[src/hdl/ghash_pkg.sv]
// Shared types, constants and GF(2^128) helper functions for the GHASH core.
`default_nettype none

package ghash_pkg;

    localparam int BLOCK_W    = 128;
    localparam int HALF_W     = 64;
    localparam int DIGIT_W    = 32;                 // multiplier bits consumed per cycle
    localparam int STEPS      = BLOCK_W / DIGIT_W;  // digit steps per multiply
    localparam int STEP_CNT_W = $clog2(STEPS);
    localparam int TOTAL_W    = 32;
    localparam int BYTES_W    = 5;
    localparam int MAX_BYTES  = 16;
    localparam int QDEPTH     = 2;
    localparam int QADDR_W    = $clog2(QDEPTH);
    localparam int QCNT_W     = $clog2(QDEPTH + 1);

    localparam logic [7:0] GF_REDUCE_TOP = 8'hE1;

    typedef enum logic [1:0] {
        KIND_AAD    = 2'd0,
        KIND_TEXT   = 2'd1,
        KIND_FINISH = 2'd2
    } t_kind;

    typedef enum logic {
        CFG_SUBKEY_HIGH = 1'b0,
        CFG_SUBKEY_LOW  = 1'b1
    } t_cfg_index;

    // one unit of work for the multiplier
    typedef struct packed {
        logic               fin;  // length block: emit and clear afterwards
        logic [BLOCK_W-1:0] blk;
    } t_qentry;

    // Reduce overflow coefficients x^128..x^(128+DIGIT_W-1), held in bit-reflected
    // order (bit DIGIT_W-1 is x^128), back into the field.
    function automatic logic [BLOCK_W-1:0] gf_fold(input logic [DIGIT_W-1:0] t);
        logic [BLOCK_W-1:0] r;
        logic [BLOCK_W-1:0] top;
        r   = '0;
        top = {GF_REDUCE_TOP, {(BLOCK_W-8){1'b0}}};
        for (int p = 0; p < DIGIT_W; p++) begin
            if (t[p]) begin
                r ^= top >> (DIGIT_W - 1 - p);
            end
        end
        return r;
    endfunction

    // v * (d as a digit of DIGIT_W coefficients, MSB = lowest degree), reduced
    function automatic logic [BLOCK_W-1:0] gf_digit_mul(input logic [BLOCK_W-1:0] v,
                                                       input logic [DIGIT_W-1:0] d);
        logic [BLOCK_W+DIGIT_W-1:0] s;
        logic [BLOCK_W+DIGIT_W-1:0] ext;
        s   = '0;
        ext = {v, {DIGIT_W{1'b0}}};
        for (int j = 0; j < DIGIT_W; j++) begin
            if (d[DIGIT_W-1-j]) begin
                s ^= ext >> j;
            end
        end
        return s[BLOCK_W+DIGIT_W-1:DIGIT_W] ^ gf_fold(s[DIGIT_W-1:0]);
    endfunction

    // v * x^DIGIT_W
    function automatic logic [BLOCK_W-1:0] gf_mul_xd(input logic [BLOCK_W-1:0] v);
        return (v >> DIGIT_W) ^ gf_fold(v[DIGIT_W-1:0]);
    endfunction

endpackage

`default_nettype wire

[src/hdl/ghash_queue.sv]
// Two-entry queue between the front end and the multiplier.
`default_nettype none

module ghash_queue (
    input  wire logic                i_clk,
    input  wire logic                i_rst_n,
    input  wire logic                i_wr,
    input  wire ghash_pkg::t_qentry  i_wdata,
    output      logic                o_full,
    input  wire logic                i_rd,
    output      ghash_pkg::t_qentry  o_rdata,
    output      logic                o_empty
);

    ghash_pkg::t_qentry                r_mem [ghash_pkg::QDEPTH];
    logic [ghash_pkg::QADDR_W-1:0]     r_wptr, r_rptr;
    logic [ghash_pkg::QCNT_W-1:0]      r_count;
    logic                              do_wr, do_rd;

    assign o_full  = (r_count == ghash_pkg::QCNT_W'(ghash_pkg::QDEPTH));
    assign o_empty = (r_count == '0);
    assign do_wr   = i_wr && !o_full;
    assign do_rd   = i_rd && !o_empty;
    assign o_rdata = r_mem[r_rptr];

    always_ff @(posedge i_clk) begin
        if (do_wr) begin
            r_mem[r_wptr] <= i_wdata;
        end
    end

    always_ff @(posedge i_clk) begin
        if (!i_rst_n) begin
            r_wptr  <= '0;
            r_rptr  <= '0;
            r_count <= '0;
        end else begin
            if (do_wr) begin
                r_wptr <= r_wptr + 1'b1;
            end
            if (do_rd) begin
                r_rptr <= r_rptr + 1'b1;
            end
            if (do_wr && !do_rd) begin
                r_count <= r_count + 1'b1;
            end else if (do_rd && !do_wr) begin
                r_count <= r_count - 1'b1;
            end
        end
    end

    a_count_bound: assert property (@(posedge i_clk) disable iff (!i_rst_n)
        r_count <= ghash_pkg::QCNT_W'(ghash_pkg::QDEPTH))
        else $error("queue count beyond depth");

endmodule

`default_nettype wire

[config.mk]
export PLATFORM = sky130hd
export DESIGN_NAME = ghash_queue
export DESIGN_NICKNAME = d
export VERILOG_FILES = /design/src/hdl/ghash_pkg.sv /design/src/hdl/ghash_queue.sv
export SDC_FILE = /design/constraint.sdc
export NUM_CORES = 1
export LEC_CHECK = 0
export BUFFER_PORTS_ARGS = -buffer_cell sky130_fd_sc_hd__buf_2
export CORE_ASPECT_RATIO = 1.1
export CORE_MARGIN = 4
export CORE_UTILIZATION = 30
export DETAILED_ROUTE_END_ITERATION = 8
export GPL_TIMING_DRIVEN = 0
export MAX_ROUTING_LAYER = met4
export PLACE_DENSITY = 0.48
export SKIP_CTS_REPAIR_TIMING = 1
export SYNTH_ARGS = -nofsm -noshare
export SYNTH_HDL_FRONTEND = slang
export SYNTH_SLANG_ARGS = --single-unit
[constraint.sdc]
create_clock -name i_clk -period 8.8 [get_ports i_clk]
set_input_delay 2.2 -clock i_clk [delete_from_list [all_inputs] [get_ports i_clk]]
set_output_delay 2.2 -clock i_clk [all_outputs]
set_load 0.02 [all_outputs]
After elaboration in Yosys (flattened, before gate mapping)
Memory sizes are Yosys's and may differ from the RTL's. A register that Yosys moved wholly into a read port is not among the register bits.
Cells that the tools add are included.
{"block": "word_totals", "reg_bits": 4, "n_memories": 1, "input_bits": 133, "wordCells": 25, "ram_bits": 258, "out_inout_bits": 131}
{"memory": "r_mem", "words": 2, "width": 129, "rd": 1, "rd_ports_with_merged_regs": 1, "write_ports": 1, "line_no": "ghash_queue.sv:15", "text": "ghash_pkg::t_qentry r_mem [ghash_pkg::QDEPTH];"}
{"block": "classes", "mux": 6, "add_sub_neg": 4, "n_eq_ne": 1, "reduce_logical": 10}
{"cell": "logical AND 1 bit", "n": 4}
{"cell": "zero test 1 bit", "n": 4}
{"cell": "2-to-1 mux 1 bit", "n": 4}
{"cell": "2-to-1 mux 2 bit", "n": 2}
{"cell": "adder 1 bit, second input constant", "n": 2}
{"cell": "adder 2 x 1 -> 2 bit, second input constant", "n": 1}
{"cell": "equality test 2 bit, second input constant", "n": 1}
{"cell": "zero test 2 bit", "n": 1}
{"cell": "nonzero test 2 bit", "n": 1}
{"cell": "subtractor 2 x 1 -> 2 bit, second input constant", "n": 1}

Depth between registers and ports, before layout
{"block": "logic_depth", "word_depth": 7, "mapped_depth": 7, "mapped_depth_nobuf": 7}

Worst setup path after synthesis
OpenSTA, ideal clock, no wires.
{"block": "synth_path", "path_kind": "input port to flip-flop", "startpoint": "input port i_wr", "endpoint": "memory r_mem[0][0] in the netlist's numbering (enable)", "cell_stages": 2, "n_path_buf": 0, "setup_ps": 595, "path_slack_ps": 953, "t_required_ps": 8205, "t_arrival_ps": 7252, "cell_sequence": "inv_1 -> nor3_2"}
{"block": "synth_via", "elab_chain_len": 3}
{"element": "start, declared", "line_no": "ghash_queue.sv:7", "text": "input wire logic i_wr,"}
{"element": "logical AND 1 bit", "line_no": "ghash_queue.sv:22", "text": "assign do_wr = i_wr && !o_full;"}
{"element": "2-to-1 mux 1 bit", "line_no": "ghash_queue.sv:27", "text": "if (do_wr) begin"}
{"element": "2-to-1 mux 1 bit (implied by the code)", "line_no": "ghash_queue.sv:28", "text": "r_mem[r_wptr] <= i_wdata;"}
{"element": "end, declared", "line_no": "ghash_queue.sv:15"}
Every way passes these cells.

==> qor.csv <==
stage,metric,value,unit
route,drtIter0Drc,139,
synth,synth-seq-area-share,81.97,%
timing,fin_crit_sh,46.52,%
route,ant_nets,0,
timing,setup_tns,0,ps
finish,final_cells,1172,
flow_run,max_cap_violations,0,
setup_path,cp_slowest_cell,dfxtp_1,
synth,synth_top_area_share,80.92,%
setup_path,worst_setup_path_start_kind,register,
timing,setup_slack,4707,ps
setup_path,r2r-start,r_count[0],
timing,worstMarginPinSlew,495.7,ps
global_route,grt_pass1_vias,5623,
clock_tree,tritoncts.num_buffers,28,
global_route,grt_max_degree,61,
setup_path,cp_data_arrival_time,1890,ps
route,dr.pass1.iters,4,
synth,ys_types,21,
setup_path,ff2ff_path_depth,6,
die,io_pins,264,
setup_path,r2r_slack,6790,ps
synth,syn_inst,426,
finish,drive_gt1_share,61.20,%
placed_design,pre_cts_slack,5043,ps
timing,slew_viol_final,0,
clock_tree,clockBufferDepth,3,
pwr,switching_share,29.02,%
pwr,vdd_ir_drop_max,0.2331,mV
finish,utilization,40.18,%
finish,syn_to_final_growth,31.74,%
synth,synth.most_common_cell,edfxtp_1,
timing,rsz0062_at_grt,false,
clock_tree,cts_tree,built,
setup_path,cp.required,6600,ps
synth,synth_commonest_cells,"edfxtp_1, mux2_2, buf_6, dfxtp_1",
die,fp-row-count,68,
timing,setup_viol,0,
route,route.detailed.drc,0,
die,die-width,178.3,um
min_path,min_path_cells,2,
route,wirelength,20.05,mm
setup_path,crit_path_end_kind,primary output,
route,num_vias,4958,
finish,nNetsFinal,863,
die,dieArea,0.03484,mm^2
setup_path,critical_path.top_delay_family,buffers and inverters,
route,routed_via_density,4.230,
placed_design,io_buffers,263,
die,fp.dieH,195.4,um
setup_path,reg2reg_to,r_mem[0][17],
placed_design,gp_congestion,0.7111,
synth,yosys-top-cells-area,"edfxtp_1, mux2_2, buf_6",
clock_tree,clkLatencyLatePin,530,ps
timing,min_period,4093,ps
finish,finalInstanceArea,0.01261,mm^2
placed_design,dp_hpwl,14.53,mm
global_route,grt_pass1_wl,30.03,mm
min_path,min_to,r_count[1],
clock_tree,clkSinkCount,263,
status,outcome,"complete, no violations",
timing,max_freq,244.3,MHz
clock_tree,clk_root_buffer_cell,clkbuf_16,
setup_path,crit_fanout,10,
synth,syn_avg_cell_area,22.47,um^2
setup_path,path_buf_inv,3,
setup_path,path_class,reg -> out,
timing,relSlewSlack,66.84,%
timing,fin_skew,8.197,ps
pwr,intPower,0.002746,W
synth,syn_area,0.009574,mm^2
synth,synth_nets,560,
pwr,power_density,306.7,mW/mm^2
synth,yosysWarningCount,0,
clock_tree,htreeDepth,1,
die,initial_core_util,30.50,%
synth,synth_edf_count,258,
timing,hold_viol,0,
placed_design,dpl-instance-area,0.01168,mm^2
pwr,p_seq_share,41.6,%
pwr,p_comb_share,28.2,%
route,wl_per_cell,17.10,um
setup_path,crit_cells,4,
min_path,holdCritStartpoint,r_count[1],
global_route,grt_usage,11.20,%
setup_path,critPathMaxStageDelay,350,ps
synth,yosys.area.top_type,edfxtp_1,
finish,n_fill_cell,2893,
clock_tree,clkTransAtPathRegs,60,ps
pwr,clkPwrFrac,30.2,%
synth,synth-seq-cells,263,
global_route,antenna_found_initial,2,
min_path,min_path_type,reg -> reg,
pwr,p_switching,0.001123,W
global_route,grt_overflow_total,0,
finish,seqCellArea,0.007848,mm^2
synth,synth_async_sr_flop_share,0,%
placed_design,dp_cells,1119,
finish,multiInputGateArea,0.001590,mm^2
synth,synthFlopType,edfxtp_1,
setup_path,critical_path.cell_chain,"buf_4, buf_6, mux2_2, buf_2",
die,coreArea,0.03140,mm^2
pwr,p_leak,4.672,nW
-- tightest hold or removal path: stages, from the launching register on --
cell	delay [ps]
dfxtp_1	340
o21ai_0	90
a21boi_1	60
-- flip-flops by register name (all words and copies together) (netlist names), named ones only --
register	flops
r_rptr	1
r_count	2
r_wptr	1
r_mem	258
-- power groups by stage --
stage | sequential, W | combinational (W) | clock [W]
after CTS | 0.00161 | 0.00112 | 0.00121
after detailed placement | 0.00164 | 0.00111 | 0
after floorplan | 0.00165 | 0.000703 | 0
after global routing | 0.00162 | 0.00117 | 0.00126
final | 0.00161 | 0.00109 | 0.00117
after global placement | 0.00168 | 0.00103 | 0
-- cell usage in the layout, fill, tap and decap left out, types with 2 or more instances in the layout --
cell,instances
buf_2,264
edfxtp_1,258
mux2_2,129
clkbuf_16,29
buf_6,10
buf_16,8
clkinv_2,6
clkbuf_1,6
dfxtp_1,5
clkinv_1,4
bufinv_16,4
buf_4,3
and2_1,3
diode_2,2
inv_1,2
nor2_1,2
xnor2_1,2
buf_8,2
-- final cells by class --
| type | instances | area share, % |
|---|---|---|
| Antenna cell | 2 | 0.03968 |
| Clock buffer | 35 | 5.932 |
| Sequential cell | 263 | 62.22 |
| Timing Repair Buffer | 273 | 12.42 |
| Tap cell | 420 | 4.166 |
| Multi-Input combinational cell | 147 | 12.61 |
| Buffer | 14 | 1.111 |
| Inverter | 2 | 0.05952 |
| Clock inverter | 16 | 1.448 |
-- how the worst max path moves through the flow --
stage	from	end	slack, ps
after detailed placement	i_wr	r_mem[0][25]	5040
after global placement	i_wr	r_mem[0][24]	-1710
final	register	o_rdata[81]	4710
after global routing	register	o_rdata[85]	4580
after floorplan	i_wr	r_mem[0][0]	950
after CTS	register	o_rdata[84]	4620
-- metal layers --
layer	vias up	global-route usage, %	wire, um
met2	189	19.31	10090
met3	31	4.085	2090
li1	2312	-	-
met4	0	2.644	345
met1	2426	12.35	7519
met5	-	-	0
-- metrics by stage --
step / total power [W] / hold WS, ps
6_report: 0.003869 / 543.7
5_1_grt: 0.004054 / 608.3
4_1_cts: 0.003943 / 547.9
3_5_place_dp: 0.002749 / 535.6
3_3_place_gp: 0.002708 / 497.1
2_1_floorplan: 0.002356 / 483.3
-- cells by family (layout without fill, tap and decap cells) --
group,Yosys count,in the layout,share of synthesized area [%]
muxes,129,129,15.17
xor gates and xnor gates,3,3,0.2745
adders and majority gates,1,1,0.1307
DFF,263,263,81.97
and+or+nand+nor,9,9,0.5752
AOI/OAI and AO/OA,5,5,0.3398
buffers and inverters,16,340,1.542
other,0,2,0
No activity file was read; power rests on OpenSTA's default activity.
