File: src/hdl/ghash_pkg.sv
// Shared types, constants and GF(2^128) helper functions for the GHASH core.
`default_nettype none

package ghash_pkg;

    localparam int BLOCK_W    = 128;
    localparam int HALF_W     = 64;
    localparam int DIGIT_W    = 32;                 // multiplier bits consumed per cycle
    localparam int STEPS      = BLOCK_W / DIGIT_W;  // digit steps per multiply
    localparam int STEP_CNT_W = $clog2(STEPS);
    localparam int TOTAL_W    = 32;
    localparam int BYTES_W    = 5;
    localparam int MAX_BYTES  = 16;
    localparam int QDEPTH     = 2;
    localparam int QADDR_W    = $clog2(QDEPTH);
    localparam int QCNT_W     = $clog2(QDEPTH + 1);

    localparam logic [7:0] GF_REDUCE_TOP = 8'hE1;

    typedef enum logic [1:0] {
        KIND_AAD    = 2'd0,
        KIND_TEXT   = 2'd1,
        KIND_FINISH = 2'd2
    } t_kind;

    typedef enum logic {
        CFG_SUBKEY_HIGH = 1'b0,
        CFG_SUBKEY_LOW  = 1'b1
    } t_cfg_index;

    // one unit of work for the multiplier
    typedef struct packed {
        logic               fin;  // length block: emit and clear afterwards
        logic [BLOCK_W-1:0] blk;
    } t_qentry;

    // Reduce overflow coefficients x^128..x^(128+DIGIT_W-1), held in bit-reflected
    // order (bit DIGIT_W-1 is x^128), back into the field.
    function automatic logic [BLOCK_W-1:0] gf_fold(input logic [DIGIT_W-1:0] t);
        logic [BLOCK_W-1:0] r;
        logic [BLOCK_W-1:0] top;
        r   = '0;
        top = {GF_REDUCE_TOP, {(BLOCK_W-8){1'b0}}};
        for (int p = 0; p < DIGIT_W; p++) begin
            if (t[p]) begin
                r ^= top >> (DIGIT_W - 1 - p);
            end
        end
        return r;
    endfunction

    // v * (d as a digit of DIGIT_W coefficients, MSB = lowest degree), reduced
    function automatic logic [BLOCK_W-1:0] gf_digit_mul(input logic [BLOCK_W-1:0] v,
                                                       input logic [DIGIT_W-1:0] d);
        logic [BLOCK_W+DIGIT_W-1:0] s;
        logic [BLOCK_W+DIGIT_W-1:0] ext;
        s   = '0;
        ext = {v, {DIGIT_W{1'b0}}};
        for (int j = 0; j < DIGIT_W; j++) begin
            if (d[DIGIT_W-1-j]) begin
                s ^= ext >> j;
            end
        end
        return s[BLOCK_W+DIGIT_W-1:DIGIT_W] ^ gf_fold(s[DIGIT_W-1:0]);
    endfunction

    // v * x^DIGIT_W
    function automatic logic [BLOCK_W-1:0] gf_mul_xd(input logic [BLOCK_W-1:0] v);
        return (v >> DIGIT_W) ^ gf_fold(v[DIGIT_W-1:0]);
    endfunction

endpackage

`default_nettype wire

File: src/hdl/ghash_front.sv
// Front end: classifies requests, masks partial chunks, keeps byte totals.
`default_nettype none

module ghash_front (
    input  wire logic                           i_clk,
    input  wire logic                           i_rst_n,
    input  wire logic                           i_accept,
    input  wire logic [1:0]                     i_kind,
    input  wire logic [ghash_pkg::HALF_W-1:0]   i_chunk_high,
    input  wire logic [ghash_pkg::HALF_W-1:0]   i_chunk_low,
    input  wire logic [ghash_pkg::BYTES_W-1:0]  i_valid_bytes,
    output      logic                           o_wr,
    output      ghash_pkg::t_qentry             o_entry
);

    logic [ghash_pkg::TOTAL_W-1:0] r_aad_total, n_aad_total;
    logic [ghash_pkg::TOTAL_W-1:0] r_text_total, n_text_total;

    logic [ghash_pkg::BYTES_W-1:0] nbytes;
    logic [7:0]                    mask_shift;
    logic [ghash_pkg::BLOCK_W-1:0] mask;
    logic [ghash_pkg::TOTAL_W:0]   aad_sum, text_sum;
    logic [ghash_pkg::TOTAL_W-1:0] aad_sat, text_sat;

    assign nbytes     = (i_valid_bytes > ghash_pkg::BYTES_W'(ghash_pkg::MAX_BYTES))
                      ? ghash_pkg::BYTES_W'(ghash_pkg::MAX_BYTES) : i_valid_bytes;
    assign mask_shift = {nbytes, 3'b000};
    assign mask       = ~({ghash_pkg::BLOCK_W{1'b1}} >> mask_shift);

    // saturating byte totals
    assign aad_sum  = {1'b0, r_aad_total}  + (ghash_pkg::TOTAL_W+1)'(nbytes);
    assign text_sum = {1'b0, r_text_total} + (ghash_pkg::TOTAL_W+1)'(nbytes);
    assign aad_sat  = aad_sum[ghash_pkg::TOTAL_W]  ? '1 : aad_sum[ghash_pkg::TOTAL_W-1:0];
    assign text_sat = text_sum[ghash_pkg::TOTAL_W] ? '1 : text_sum[ghash_pkg::TOTAL_W-1:0];

    always_comb begin
        o_wr          = 1'b0;
        o_entry.fin   = 1'b0;
        o_entry.blk   = {i_chunk_high, i_chunk_low} & mask;
        n_aad_total   = r_aad_total;
        n_text_total  = r_text_total;
        if (i_accept) begin
            case (ghash_pkg::t_kind'(i_kind))
                ghash_pkg::KIND_AAD: begin
                    o_wr        = (nbytes != '0);
                    n_aad_total = aad_sat;
                end
                ghash_pkg::KIND_TEXT: begin
                    o_wr         = (nbytes != '0);
                    n_text_total = text_sat;
                end
                ghash_pkg::KIND_FINISH: begin
                    // length block: bit counts, big-endian halves
                    o_wr         = 1'b1;
                    o_entry.fin  = 1'b1;
                    o_entry.blk  = {{(ghash_pkg::HALF_W-ghash_pkg::TOTAL_W-3){1'b0}},
                                    r_aad_total, 3'b000,
                                    {(ghash_pkg::HALF_W-ghash_pkg::TOTAL_W-3){1'b0}},
                                    r_text_total, 3'b000};
                    n_aad_total  = '0;
                    n_text_total = '0;
                end
                default: begin
                    o_wr = 1'b0;
                end
            endcase
        end
    end

    always_ff @(posedge i_clk) begin
        if (!i_rst_n) begin
            r_aad_total  <= '0;
            r_text_total <= '0;
        end else begin
            r_aad_total  <= n_aad_total;
            r_text_total <= n_text_total;
        end
    end

endmodule

`default_nettype wire

File: config.mk
export PLATFORM = sky130hd
export DESIGN_NAME = ghash_front
export DESIGN_NICKNAME = d
export VERILOG_FILES = /design/src/hdl/ghash_pkg.sv /design/src/hdl/ghash_front.sv
export SDC_FILE = /design/constraint.sdc
export NUM_CORES = 1
export LEC_CHECK = 0
export BUFFER_PORTS_ARGS = -buffer_cell sky130_fd_sc_hd__buf_2
export CORE_MARGIN = 3
export CORE_UTILIZATION = 50
export DETAILED_ROUTE_END_ITERATION = 7
export PLACE_DENSITY_LB_ADDON = 0.3
export SETUP_SLACK_MARGIN = 0.05
export SYNTH_ARGS = -nofsm -noshare
export SYNTH_HDL_FRONTEND = slang
export SYNTH_SLANG_ARGS = --single-unit
File: constraint.sdc
create_clock -name i_clk -period 7.8 [get_ports i_clk]
set_input_delay 1.56 -clock i_clk [delete_from_list [all_inputs] [get_ports i_clk]]
set_output_delay 1.56 -clock i_clk [all_outputs]
set_load 0.01 [all_outputs]
# --- Word level (Yosys, flattened, before mapping) ---
# Cells that the tools add are included.
# W data, S select, Z words.
word_totals:
  ff_bits: 64
op_classes:
  reduce_logical: 7
  n_bitwise: 2
  addsub: 2
  n_eq_ne: 2
  muxes: 9
  shifts: 1
  magnitude_cmp: 1
ops:
  columns: ["cell", "count"]
  rows:
  - ["$mux W129", 2]
  - ["$and A128 B128 Y128", 1]
  - ["$not A128 Y128", 1]
  - ["$pmux W32 S2", 2]
  - ["$shr A128 B8 Y128 const A", 1]
  - ["$add A32 B5 Y33", 2]
  - ["$mux W32", 2]
  - ["$gt A5 B5 Y1 const B", 1]
  - ["$mux W5", 1]
  - ["$reduce_bool A5 Y1", 1]
  - ["$reduce_and A2 Y1", 2]
  - ["$reduce_bool A2 Y1", 2]
  - ["$eq A2 B1 Y1 const B", 1]
  - ["$eq A2 B2 Y1 const B", 1]
  - ["$logic_not A2 Y1", 1]
  - ["$pmux W1 S2", 1]
  - ["$reduce_or A2 Y1", 1]
  - ["$mux W1", 1]

# --- Depth between registers and ports, before layout ---
depth:
  word_depth: 7
  mapped_depth: 12
  depth_no_buf: 9

# --- Worst setup path before layout ---
# No wires, ideal clock.
synth_path:
  path_type: "input to output"
  from: "in i_kind[0]"
  to: "out o_entry[33] (netlist bit)"
  slack_ns: 3.218
  n_path_buf: 3
  t_required_ns: 6.240
  arrival_ns: 3.022
  path_stages: 8
  path_cell_list: "inv_1 > ha_1 > clkbuf_1 > nand2_1 > inv_2 > buf_1 > buf_1 > a22o_1"
synth_rtl:
  columns: ["item", "line", "text"]
  rows:
  - ["start, declared", "ghash_front.sv:8", "input wire logic [1:0] i_kind,"]
  - ["end, declared", "ghash_front.sv:13", "output ghash_pkg::t_qentry o_entry"]

==> results summary <==
The setup check on the worst reg-to-reg path leaves a slack of 5070 ps. The max-cap check violation count came out at 0. The core area came out at 9460 um^2. Counting I/O delays and the setup requirement, the final critical path takes 5720 ps. For this run, the leading register cell type out of synthesis is sky130_fd_sc_hd__dfxtp_1. The global-route usage over all layers came out at 0.324. The critical path required time came out at 6240 ps.

The routability congestion estimate from global placement came out at 0.983. The setup TNS after final layout is 0 ps. Buffers added to address setup during post-CTS repair amount to 0. The tightest slew margin relative to the limit is 0.185. The post-route DRC violation count is 0. Setup repair after global routing left no endpoint under its margin. The overflow left after global routing is 0.

The power density of the placed cells came out at 139 nW/um^2. The area of combinational cells with multiple inputs came out at 3540 um^2. CTS placed an instance of sky130_fd_sc_hd__clkbuf_8 at the clock tree root. The critical path is of the in -> out type.

The highest ir drop seen on vdd is 0.0757 mV. The min-delay analysis places its worst path in the category reg -> reg. The synthesized design spends more area on one cell type than any other, namely sky130_fd_sc_hd__dfxtp_1.

The worst register-to-register path begins at r_text_total[1]. By area the synthesized netlist is led by sky130_fd_sc_hd__dfxtp_1 (26%), sky130_fd_sc_hd__a22o_1 (9.3%), sky130_fd_sc_hd__and2_1 (8.0%), sky130_fd_sc_hd__nand2_1 (6.5%), sky130_fd_sc_hd__nand3_1 (3.7%). The number of vias per cell after detailed routing is 5.99. STA classifies the critical path endpoint as a primary output.

The maximum frequency from static timing analysis came out at 175 MHz. The y dimension of the die came out at 106 um. The number of enable flip-flop cells after synthesis came out at 0.

The number of fill cells in the layout came out at 861. Counting instances in the post-synthesis netlist gives the leading cell types as sky130_fd_sc_hd__nand2_1 (87), sky130_fd_sc_hd__and2_1 (64), sky130_fd_sc_hd__dfxtp_1 (64), sky130_fd_sc_hd__a22o_1 (53), sky130_fd_sc_hd__nor2_1 (47). The share of synthesized area in the top cell type comes to 0.257. The cell area after synthesis came out at 4990 um^2. The worst setup path is launched from an input pin. The number of gates given a new drive strength after cts came out at 0. The synthesis-to-layout area growth is 32.9%. In this run the mean area of a mapped cell was 7.41 um^2. The most common cell in the synthesized netlist is sky130_fd_sc_hd__nand2_1.

The flop and latch count out of synthesis came out at 64. The register clock-pin slew on the reported worst setup and hold paths is 80 ps. The startpoint identified for the worst hold timing path is r_text_total[3].

The initial antenna violation count is 0. The count of antenna-violating nets left after detailed routing is 0. The post-cts hold buffer count came out at 0. The reported leakage power came out at 3.34 nW. At the pin with the least slew margin, the transition time is 1210 ps. TritonCTS built the clock tree. The non-filler instance count after layout came out at 1053. The routed design has 19200 um of wire. The first-pass iteration count of the detailed router came out at 5. The initial standard-cell utilization of the core came out at 0.528. Summing over every cut layer, the via total after detailed routing is 6309. The final worst-path cycle share is 0.734. The final-report max-slew violation count is 0. At the worst endpoint, the arrival time is 4160 ps.

The detailed placer's ending HPWL came out at 14700 um. The ratio of cells with drive above 1 in the final layout came out at 0.330. The number of placed instances, taps included is 1037. The share of flip-flops with an asynchronous set or reset after synthesis is 0. The deepest clock path buffer count came out at 2. The register cell area after layout is 1280 um^2. Between clock sinks in the finished design, the worst skew comes to 8.35 ps. The global-route wire length before repair is 29800 um. The final-report hold violation count is 0. The clock latency at the later pin of the worst-skew pair is 340 ps. The sequential-to-total area share from yosys stat is 0.257. The startpoint of the worst setup timing path is i_kind[0].

The H-tree level count is 3. In this run the core area contains 35 standard-cell rows. Synthesis produced 674 cells. Setup violations remaining at the end of the flow were counted as 0. The highest net fanout along the worst path is 21. The count of buffers inserted at the top-level ports came out at 267. The die width came out at 106 um.

The number of distinct standard cells referenced by the synthesized netlist is 58. The number of buffers created by CTS came out at 9. The pin count of the biggest net entering global routing is 40. The DRC violation total after the first TritonRoute iteration is 592.

The antenna diode instance count came out at 0. The clock sink count is 64. The number of global-route vias before repair came to 5931.

The final net count is 1068. The run finished with clean final reports. During I/O placement, the number of pins put on the boundary was 268. The synthesized net count came out at 823. The die covers 11200 um^2.

Dividing the detail-routed wire length by the instance count gives 18.2 um. The Yosys step of the flow raised 0 warnings.
-- flip-flops by register name, indices dropped and copies added (netlist names) --
signal	cells
r_aad_total	32
r_text_total	32
-- routing by layer --
metal / vias up / wire (um) / global-route usage
li1: 3007 / - / -
met1: 2946 / 7960 / 0.406
met2: 314 / 9140 / 0.565
met3: 42 / 1670 / 0.0638
met4: 0 / 399 / 0.0916
met5: - / 0 / 0
-- through the flow --
| step | setup WS (ps) | utilization | hold slack (ps) | power [W] | area (um^2) |
|---|---|---|---|---|---|
| floorplan | 3220 | - | 435 | 0.000453 | 4990 |
| global placement | 2230 | 0.675 | 447 | 0.000556 | 6380 |
| detailed placement | 2140 | 0.675 | 453 | 0.000558 | 6380 |
| CTS | 2120 | 0.702 | 464 | 0.000917 | 6640 |
| global route | 1950 | 0.702 | 497 | 0.000951 | 6640 |
| finish | 2080 | 0.702 | 462 | 0.000922 | 6640 |
-- cells by family (layout without fill, tap and decap cells) --
logic type      Yosys count  after routing  synth area share
flops                    64             64             0.257
fa+ha+maj                11             11            0.0276
buf+inv                  45            295            0.0343
compound gates          176            176             0.258
xor+xnor                  8              8            0.0140
mux                      17             17            0.0341
simple gates            353            353             0.375
-- placed cells by master (no fill, tap or decap), types with 21 or more instances in the layout --
cell / Yosys / final
sky130_fd_sc_hd__o21ai_0: 26 / 26
sky130_fd_sc_hd__nand3_1: 37 / 37
sky130_fd_sc_hd__a22o_1: 53 / 53
sky130_fd_sc_hd__dfxtp_1: 64 / 64
sky130_fd_sc_hd__buf_2: 2 / 267
sky130_fd_sc_hd__and2_1: 64 / 64
sky130_fd_sc_hd__and3_1: 27 / 27
sky130_fd_sc_hd__a21oi_1: 30 / 30
sky130_fd_sc_hd__nand2_1: 87 / 87
sky130_fd_sc_hd__a31oi_1: 21 / 21
sky130_fd_sc_hd__nor2_1: 47 / 47
-- power breakdown --
group	internal (W)	switching (W)
logic	0.0000964	0.000126
registers	0.000329	0.00000246
clock network	0.000229	0.000139
-- layout make-up --
| class | count | share of cell area |
|---|---|---|
| multi-input cells | 565 | 0.533 |
| repair buffers | 272 | 0.207 |
| flip-flops and latches | 64 | 0.193 |
| well taps | 129 | 0.0243 |
| clock buffers | 11 | 0.0228 |
| clock inverters | 5 | 0.0155 |
| inverters | 7 | 0.00396 |
-- worst paths after layout --
| check | end | depth (start not counted) |
|---|---|---|
| setup / recovery | o_entry[8] | 8 |
| hold / removal | r_text_total[3] | 2 |
| setup reg to reg | r_text_total[26] | 8 |
| hold reg to reg | r_text_total[3] | 2 |
-- critical path, stage by stage --
cell                      delay, ps
sky130_fd_sc_hd__buf_2          100
sky130_fd_sc_hd__inv_1           50
sky130_fd_sc_hd__ha_1           310
sky130_fd_sc_hd__nand2_1        620
sky130_fd_sc_hd__inv_2          120
sky130_fd_sc_hd__nor3_1        1000
sky130_fd_sc_hd__a22o_1         270
sky130_fd_sc_hd__buf_2          140
Power figures use the tool's default switching activity.
